**src/rtl/dtx_pkg.sv**
```systemverilog
// ----------------------------------------------------------------------------
// dtx_pkg: shared types and constants for the decimal text converter
// Character codes, the reciprocal used for divide-by-ten and the work item
// that travels down the digit pipeline.
// ----------------------------------------------------------------------------
package dtx_pkg;

   // ASCII codes, cut to the 6-bit result field
   localparam logic [5:0] CHAR_ZERO  = 6'd48;
   localparam logic [5:0] CHAR_MINUS = 6'd45;
   localparam logic [5:0] CHAR_SPACE = 6'd32;

   // x / 10 == (x * 52429) >> 19 for every 16-bit unsigned x
   localparam logic [15:0] RECIP_TEN   = 16'd52429;
   localparam int          RECIP_SHIFT = 19;
   localparam logic [3:0]  RADIX       = 4'd10;

   // Number of digit stages; the leading digit is what is left after them
   localparam int DIGIT_STAGES = 4;

   typedef logic [3:0] digit_type;

   // Work item: sign, total length, remaining magnitude, digits so far
   typedef struct packed {
      logic                               negative;
      logic [2:0]                         text_length;
      logic [15:0]                        value;
      logic [DIGIT_STAGES-1:0][3:0]       digits;
   } work_type;

endpackage

```
**src/rtl/dtx_chan_if.sv**
```systemverilog
// ----------------------------------------------------------------------------
// dtx_req_if / dtx_rsp_if: request and response channels
// Valid/ready channels; a transaction completes when both are high.
// ----------------------------------------------------------------------------
interface dtx_req_if;
   logic               valid;
   logic               ready;
   logic signed [15:0] value;

   modport source (output valid, output value, input ready);
   modport sink   (input valid, input value, output ready);
endinterface

interface dtx_rsp_if;
   logic       valid;
   logic       ready;
   logic [5:0] char_code;
   logic       last;
   logic [2:0] text_length;

   modport source (output valid, output char_code, output last, output text_length,
                   input ready);
   modport sink   (input valid, input char_code, input last, input text_length,
                   output ready);
endinterface

```
**src/rtl/signed_int_to_decimal_text.sv**
```systemverilog
// ----------------------------------------------------------------------------
// signed_int_to_decimal_text: 16-bit signed integer to ASCII decimal text
// A number accepted on the request channel leaves the response channel as
// a sign character ('-' or space) followed by its digits, most significant
// first, with no leading zeros; each character carries the total length and
// the final one is flagged. A number of n digits takes n+1 response
// transactions (2 to 6), sent by the single-character output stage; the
// magnitude, length and four divide-by-ten stages run as a stalling pipeline
// in front of it, so a request passes the front register and the four
// digit-stage registers before the output stage loads it, and later numbers
// follow back to back once the pipeline is full.
// ----------------------------------------------------------------------------
module signed_int_to_decimal_text (
   input  logic      clock,
   input  logic      reset,
   dtx_req_if.sink   req_chan,
   dtx_rsp_if.source rsp_chan
);

   localparam int NS = dtx_pkg::DIGIT_STAGES;

   logic              front_valid_ff, front_valid_in;
   dtx_pkg::work_type front_work_ff, front_work_in;

   logic [15:0] magnitude;
   logic [2:0]  length;

   logic              pipe_valid [NS+1];
   logic              pipe_ready [NS+1];
   dtx_pkg::work_type pipe_work  [NS+1];

   // Magnitude (unsigned, so -32768 gives 32768) and text length (digits plus sign)
   always_comb begin
      magnitude = req_chan.value[15] ? (16'd0 - req_chan.value) : req_chan.value;
      if (magnitude >= 16'd10000) begin
         length = 3'd6;
      end else if (magnitude >= 16'd1000) begin
         length = 3'd5;
      end else if (magnitude >= 16'd100) begin
         length = 3'd4;
      end else if (magnitude >= 16'd10) begin
         length = 3'd3;
      end else begin
         length = 3'd2;
      end
   end

   assign req_chan.ready = !front_valid_ff || pipe_ready[0];

   // Front stage register
   always_comb begin
      front_valid_in = front_valid_ff;
      front_work_in  = front_work_ff;
      if (req_chan.ready) begin
         front_valid_in            = req_chan.valid;
         front_work_in.negative    = req_chan.value[15];
         front_work_in.text_length = length;
         front_work_in.value       = magnitude;
         front_work_in.digits      = '0;
      end
   end

   always_ff @(posedge clock) begin
      if (reset) begin
         front_valid_ff <= 1'b0;
      end else begin
         front_valid_ff <= front_valid_in;
      end
      front_work_ff <= front_work_in;
   end

   assign pipe_valid[0] = front_valid_ff;
   assign pipe_work[0]  = front_work_ff;

   // Divide-by-ten stages
   for (genvar g = 0; g < NS; g++) begin : g_digit
      dtx_digit_stage u_stage (
         .clock     (clock),
         .reset     (reset),
         .in_valid  (pipe_valid[g]),
         .in_ready  (pipe_ready[g]),
         .in_work   (pipe_work[g]),
         .out_valid (pipe_valid[g+1]),
         .out_ready (pipe_ready[g+1]),
         .out_work  (pipe_work[g+1])
      );
   end

   // Character output
   dtx_serialiser u_serialiser (
      .clock    (clock),
      .reset    (reset),
      .in_valid (pipe_valid[NS]),
      .in_ready (pipe_ready[NS]),
      .in_work  (pipe_work[NS]),
      .rsp_chan (rsp_chan)
   );

endmodule

```
**src/rtl/dtx_digit_stage.sv**
```systemverilog
// ----------------------------------------------------------------------------
// dtx_digit_stage: one divide-by-ten pipeline stage
// Splits the lowest decimal digit off the remaining magnitude and shifts it
// into the digit field. Stalls hold the stage contents.
// ----------------------------------------------------------------------------
module dtx_digit_stage (
   input  logic              clock,
   input  logic              reset,
   input  logic              in_valid,
   output logic              in_ready,
   input  dtx_pkg::work_type in_work,
   output logic              out_valid,
   input  logic              out_ready,
   output dtx_pkg::work_type out_work
);

   logic              valid_ff, valid_in;
   dtx_pkg::work_type work_ff, work_in;

   logic [31:0] product;
   logic [15:0] quotient;
   logic [15:0] remainder;

   // Quotient by reciprocal multiply, remainder by shift-and-subtract
   always_comb begin
      product   = 32'(in_work.value) * 32'(dtx_pkg::RECIP_TEN);
      quotient  = 16'(product >> dtx_pkg::RECIP_SHIFT);
      remainder = in_work.value - {quotient[12:0], 3'b000} - {quotient[14:0], 1'b0};
   end

   assign in_ready = !valid_ff || out_ready;

   // Stage register
   always_comb begin
      valid_in = valid_ff;
      work_in  = work_ff;
      if (in_ready) begin
         valid_in            = in_valid;
         work_in             = in_work;
         work_in.value       = quotient;
         work_in.digits      = {in_work.digits[dtx_pkg::DIGIT_STAGES-2:0], remainder[3:0]};
      end
   end

   always_ff @(posedge clock) begin
      if (reset) begin
         valid_ff <= 1'b0;
      end else begin
         valid_ff <= valid_in;
      end
      work_ff <= work_in;
   end

   assign out_valid = valid_ff;
   assign out_work  = work_ff;

`ifndef NO_ASSERTIONS
   // The newest digit is a decimal digit
   a_digit_range: assert property (@(posedge clock) disable iff (reset)
      valid_ff |-> (work_ff.digits[0] < dtx_pkg::RADIX))
      else $error("digit stage produced a digit above nine");
`endif

endmodule

```
**src/rtl/dtx_serialiser.sv**
```systemverilog
// ----------------------------------------------------------------------------
// dtx_serialiser: character output stage
// Holds one converted number and sends its sign and digits, one character
// per response transaction, most significant digit first.
// ----------------------------------------------------------------------------
module dtx_serialiser (
   input  logic              clock,
   input  logic              reset,
   input  logic              in_valid,
   output logic              in_ready,
   input  dtx_pkg::work_type in_work,
   dtx_rsp_if.source         rsp_chan
);

   logic       busy_ff, busy_in;
   logic [2:0] pos_ff, pos_in;
   logic [2:0] idx_ff, idx_in;
   logic       neg_ff, neg_in;
   logic [2:0] len_ff, len_in;
   dtx_pkg::digit_type ms_ff [5];
   dtx_pkg::digit_type ms_in [5];

   logic last_char;
   logic load;
   logic take;

   assign last_char = (pos_ff == (len_ff - 3'd1));
   assign take      = busy_ff && rsp_chan.ready;
   assign in_ready  = !busy_ff || (rsp_chan.ready && last_char);
   assign load      = in_valid && in_ready;

   // Sequencing: sign first, then digits from the first significant one
   always_comb begin
      busy_in = busy_ff;
      pos_in  = pos_ff;
      idx_in  = idx_ff;
      neg_in  = neg_ff;
      len_in  = len_ff;
      ms_in   = ms_ff;
      if (load) begin
         busy_in  = 1'b1;
         pos_in   = 3'd0;
         idx_in   = 3'd6 - in_work.text_length;
         neg_in   = in_work.negative;
         len_in   = in_work.text_length;
         ms_in[0] = in_work.value[3:0];
         ms_in[1] = in_work.digits[0];
         ms_in[2] = in_work.digits[1];
         ms_in[3] = in_work.digits[2];
         ms_in[4] = in_work.digits[3];
      end else if (take) begin
         if (last_char) begin
            busy_in = 1'b0;
         end else begin
            pos_in = pos_ff + 3'd1;
            if (pos_ff != 3'd0) begin
               idx_in = idx_ff + 3'd1;
            end
         end
      end
   end

   always_ff @(posedge clock) begin
      if (reset) begin
         busy_ff <= 1'b0;
         pos_ff  <= 3'd0;
         idx_ff  <= 3'd0;
      end else begin
         busy_ff <= busy_in;
         pos_ff  <= pos_in;
         idx_ff  <= idx_in;
      end
      neg_ff <= neg_in;
      len_ff <= len_in;
      ms_ff  <= ms_in;
   end

   // Response payload
   always_comb begin
      rsp_chan.valid       = busy_ff;
      rsp_chan.last        = last_char;
      rsp_chan.text_length = len_ff;
      if (pos_ff == 3'd0) begin
         rsp_chan.char_code = neg_ff ? dtx_pkg::CHAR_MINUS : dtx_pkg::CHAR_SPACE;
      end else begin
         rsp_chan.char_code = dtx_pkg::CHAR_ZERO + {2'b00, ms_ff[idx_ff]};
      end
   end

`ifndef NO_ASSERTIONS
   // Character position never runs past the stored length
   a_pos_bound: assert property (@(posedge clock) disable iff (reset)
      busy_ff |-> (pos_ff < len_ff))
      else $error("character position beyond text length");

   // Stored length is always a legal text length
   a_len_range: assert property (@(posedge clock) disable iff (reset)
      busy_ff |-> (len_ff >= 3'd2 && len_ff <= 3'd6))
      else $error("text length out of range");

   // Digit pointer stays inside the digit store
   a_idx_bound: assert property (@(posedge clock) disable iff (reset)
      (busy_ff && pos_ff != 3'd0) |-> (idx_ff <= 3'd4))
      else $error("digit pointer outside the digit store");

   // After the last character is taken without a new number, output goes idle
   a_idle_after_last: assert property (@(posedge clock) disable iff (reset)
      (take && last_char && !in_valid) |=> !busy_ff)
      else $error("output stayed busy after last character");
`endif

endmodule

```
**src/flat_wrapper.sv**
```systemverilog
// flat-port wrapper written by rule: the top's interface ports become plain ports
module signed_int_to_decimal_text_flat 
  (clock, reset, req_chan_valid, req_chan_value, req_chan_ready, rsp_chan_valid, rsp_chan_char_code, rsp_chan_last, rsp_chan_text_length, rsp_chan_ready);
  dtx_req_if req_chan_i ();
  dtx_rsp_if rsp_chan_i ();
  input  logic clock;
  input  logic reset;
  input wire logic [$bits(req_chan_i.valid)-1:0] req_chan_valid;
  input wire logic [$bits(req_chan_i.value)-1:0] req_chan_value;
  output wire logic [$bits(req_chan_i.ready)-1:0] req_chan_ready;
  output wire logic [$bits(rsp_chan_i.valid)-1:0] rsp_chan_valid;
  output wire logic [$bits(rsp_chan_i.char_code)-1:0] rsp_chan_char_code;
  output wire logic [$bits(rsp_chan_i.last)-1:0] rsp_chan_last;
  output wire logic [$bits(rsp_chan_i.text_length)-1:0] rsp_chan_text_length;
  input wire logic [$bits(rsp_chan_i.ready)-1:0] rsp_chan_ready;
  assign req_chan_i.valid = req_chan_valid;
  assign req_chan_i.value = req_chan_value;
  assign req_chan_ready = req_chan_i.ready;
  assign rsp_chan_valid = rsp_chan_i.valid;
  assign rsp_chan_char_code = rsp_chan_i.char_code;
  assign rsp_chan_last = rsp_chan_i.last;
  assign rsp_chan_text_length = rsp_chan_i.text_length;
  assign rsp_chan_i.ready = rsp_chan_ready;
  signed_int_to_decimal_text u_core (.clock(clock), .reset(reset), .req_chan(req_chan_i), .rsp_chan(rsp_chan_i));
endmodule
```
**config.mk**
```make
export PLATFORM = sky130hd
export DESIGN_NAME = signed_int_to_decimal_text_flat
export DESIGN_NICKNAME = d
export VERILOG_FILES = /design/src/rtl/dtx_pkg.sv /design/src/rtl/dtx_chan_if.sv /design/src/rtl/signed_int_to_decimal_text.sv /design/src/rtl/dtx_digit_stage.sv /design/src/rtl/dtx_serialiser.sv /design/src/flat_wrapper.sv
export SDC_FILE = /design/constraint.sdc
export NUM_CORES = 1
export LEC_CHECK = 0
export BUFFER_PORTS_ARGS = -buffer_cell sky130_fd_sc_hd__buf_4
export CAP_MARGIN = 15
export CORE_ASPECT_RATIO = 0.5
export CORE_MARGIN = 2
export CORE_UTILIZATION = 40
export DETAILED_ROUTE_END_ITERATION = 6
export SYNTH_ARGS = -nofsm -noshare
export SYNTH_HDL_FRONTEND = slang
export SYNTH_SLANG_ARGS = --single-unit
```
**constraint.sdc**
```tcl
create_clock -name clock -period 12.5 [get_ports clock]
set_input_delay 1.875 -clock clock [delete_from_list [all_inputs] [get_ports clock]]
set_output_delay 1.875 -clock clock [all_outputs]
set_load 0.05 [all_outputs]
```
==> flow_metrics.tcl <==
set metrics [dict create \
    status "finished clean" \
    cts_hold_buf 0 \
    postRouteAntennaNets 0 \
    root_buffer "clkbuf_16" \
    tightest_slew_ns 1.073 \
    die_y_um 145.7 \
    worst_slew_margin_rel 0.2824 \
    hold_path.class "flop to flop" \
    vias 9649 \
    grt.overflow.total 0 \
    ys_types 65 \
    cp.arrival_ns 6.58 \
    setup_viol 0 \
    finalHoldViolations 0 \
    synth_enable_flop_cells 134 \
    drtIter0Drc 433 \
    gp_congestion 0.9104 \
    fin_skew_ns 0.01063 \
    synth-warning-count 0 \
    finalMaxSlewViolations 0 \
    wirelength_um 30240 \
    ys.flop_type "edfxtp_1" \
    grt_pass1_wl_um 50470 \
    final_cell_mix "inv_1, ha_1, fa_1, edfxtp_1, xnor2_1" \
    drive_above_1_share 0.05695 \
    avgRoutedWirePerCell_um 14.82 \
    antenna_found_initial 0 \
    die_w_um 287.4 \
    cts_max_level 4 \
    cp.required_ns 12.67 \
    grt_use_total 0.1518 \
    vias_per_cell 4.730 \
    drcViolationCount 0 \
    path_class "flop to flop" \
    nNetsFinal 2030 \
    fin_crit_sh 0.5131 \
    worstSetupStartpointType "flop" \
    syn_avg_cell_area_um2 11.08 \
    clk_latency_ns 0.43 \
    cts_setup_buffers 0 \
    worst_hold_slack_ns 0.4146 \
    dr.pass1.iters 6 \
    post-route-min-period_ns 6.414 \
    fmax_mhz 155.9 \
    syn-cell-area_mm2 0.01606 \
    place_hpwl_um 26100 \
    io_pins 32 \
    clock_sinks 146 \
    layout_commonest_cell "inv_1" \
    port_buffers 30 \
    crit_fanout 6 \
    syn_inst 1450 \
    row_count 51 \
    fill_cells 3666 \
    core_area_mm2 0.03924 \
    cts_buffers 17 \
    grt_max_degree 31 \
    dieArea_mm2 0.04186 \
    ys_ff_latch 146 \
    syn_to_final_growth_pct 9.038 \
    endpoint_kind "flop" \
    ys_seq_area_frac 0.2655 \
    synth-async-reset-ratio 0 \
    cts_tree "done" \
    fin_tns_setup_ns 0 \
    insertedDiodeCount 0 \
    syn_nets 1983 \
    initial_core_util 0.4092 \
    clk_path_buf_depth 2 \
    rsz0062_at_grt "no" \
    grt_pass1_vias 9927 \
    cap_viol_max_count 0 \
    post_cts_resized 0 \
    path_clk_slew_ns 0.06 \
]
[metal layers]
metal  GRT usage  wire length [um]  vias up
li1            -                 -     4894
met2      0.2380             13580       97
met5           0                 0        -
met4     0.03073               231        0
met3     0.02539               878       16
met1      0.2211             15550     4642
[flip-flops by register name, summed over array words and instances (netlist names), 3 cells and up]
register and cells:
u_core.g_digit.u_stage.out_work 90, u_core.u_serialiser.rsp_chan.text_length 3, u_core.u_serialiser.pos_ff 3, u_core.g_digit.u_stage.out_valid 4, u_core.u_serialiser.idx_ff 3, u_core.front_work_ff 20
u_core.u_serialiser.ms_ff 20
[worst max-delay path, cell delays in order, from the launching register on]
cell and delay, ns:
edfxtp_1 0.55, ha_1 0.41, inv_1 0.08, fa_1 0.53, inv_1 0.05, fa_1 0.52
fa_1 0.53, fa_1 0.54, inv_1 0.06, fa_1 0.54, inv_1 0.04, ha_1 0.32
a211o_1 0.28, a2111o_1 0.35, or3_2 0.42, a21oi_1 0.16, nor2_1 0.08, ha_1 0.18
xor2_1 0.17, xnor3_1 0.33
[kinds of logic after synthesis]
logic type / Yosys count / share of synthesized area
adder cells (fa/ha/maj): 513 / 0.4782
buffers and inverters: 381 / 0.08929
AND/OR/NAND/NOR: 187 / 0.05742
flip-flops: 146 / 0.2655
AO/OA/AOI/OAI: 141 / 0.05991
XOR/XNOR: 76 / 0.04316
multiplexers: 5 / 0.006233
other: 1 / 0.0002335
[stage by stage]
stage,instance area [um2],utilization,std cells,worst slack (ns)
6_report,17510,0.4462,2040,6.086
5_1_grt,17510,0.4462,2040,5.831
4_1_cts,17510,0.4462,2040,6.067
3_5_place_dp,16950,0.4319,2008,6.090
3_3_place_gp,16950,0.4319,2008,6.174
2_1_floorplan,16060,-,1450,6.031
[cell usage after synthesis, types with 2 or more instances]
| cell type | instances | area, um2 |
|---|---|---|
| nor3_1 | 24 | 120.1 |
| o311ai_1 | 2 | 17.52 |
| a41oi_1 | 2 | 17.52 |
| mux4_2 | 4 | 90.09 |
| o31ai_1 | 7 | 52.55 |
| a211oi_1 | 11 | 82.58 |
| o21a_1 | 11 | 82.58 |
| inv_1 | 376 | 1411 |
| and3_1 | 2 | 12.51 |
| o21ai_0 | 28 | 140.1 |
| a21oi_1 | 40 | 200.2 |
| a211o_1 | 4 | 35.03 |
| nor2_1 | 53 | 198.9 |
| a21o_1 | 7 | 52.55 |
| xor2_1 | 19 | 166.4 |
| xnor2_1 | 55 | 481.7 |
| nand2_1 | 43 | 161.4 |
| nand4_1 | 11 | 68.82 |
| and2_1 | 3 | 18.77 |
| nor4_1 | 4 | 25.02 |
| and4_1 | 3 | 26.28 |
| a32oi_1 | 2 | 17.52 |
| nand2b_1 | 6 | 37.54 |
| a31o_2 | 2 | 17.52 |
| fa_1 | 168 | 3363 |
| edfxtp_1 | 134 | 4024 |
| a31oi_1 | 2 | 12.51 |
| clkbuf_1 | 4 | 15.01 |
| ha_1 | 345 | 4317 |
| a22oi_1 | 2 | 15.01 |
| o211ai_1 | 3 | 22.52 |
| or3_1 | 2 | 12.51 |
| or2_2 | 6 | 37.54 |
| a221oi_1 | 3 | 26.28 |
| nor2b_1 | 6 | 37.54 |
| xnor3_1 | 2 | 45.04 |
| dfxtp_1 | 12 | 240.2 |
| a21boi_0 | 2 | 15.01 |
| nand3_1 | 14 | 70.07 |
[path summary, 6_finish.rpt]
check | slack (ns) | to | startpoint | cells past startpoint
worst max-delay path | 6.09 | u_core.g_digit[0].u_stage.out_work[3]$_DFFE_PP_ | u_core.front_work_ff[19]$_DFFE_PP_ | 19
worst min-delay path | 0.41 | u_core.g_digit[0].u_stage.out_work[33]$_DFFE_PP_ | u_core.front_work_ff[33]$_SDFFCE_PP1P_ | 0
worst max register to register | 6.09 | u_core.g_digit[0].u_stage.out_work[3]$_DFFE_PP_ | u_core.front_work_ff[19]$_DFFE_PP_ | 19
worst min register to register | 0.41 | u_core.g_digit[0].u_stage.out_work[33]$_DFFE_PP_ | u_core.front_work_ff[33]$_SDFFCE_PP1P_ | 0
[final cells by class]
type / instances / area (um2) / share of cell area
timing repair buffer: 33 / 247.7 / 0.01415
sequential: 146 / 4264 / 0.2435
clock buffer: 18 / 429.2 / 0.02451
clock inverter: 14 / 131.4 / 0.007503
inverter: 376 / 1411 / 0.08060
multi-input combinational: 923 / 10360 / 0.5919
tap: 530 / 663.1 / 0.03787
Power is left out: the tool's default activity adds up to more than one toggle a clock period on the data nets, which glitch-free logic cannot reach.
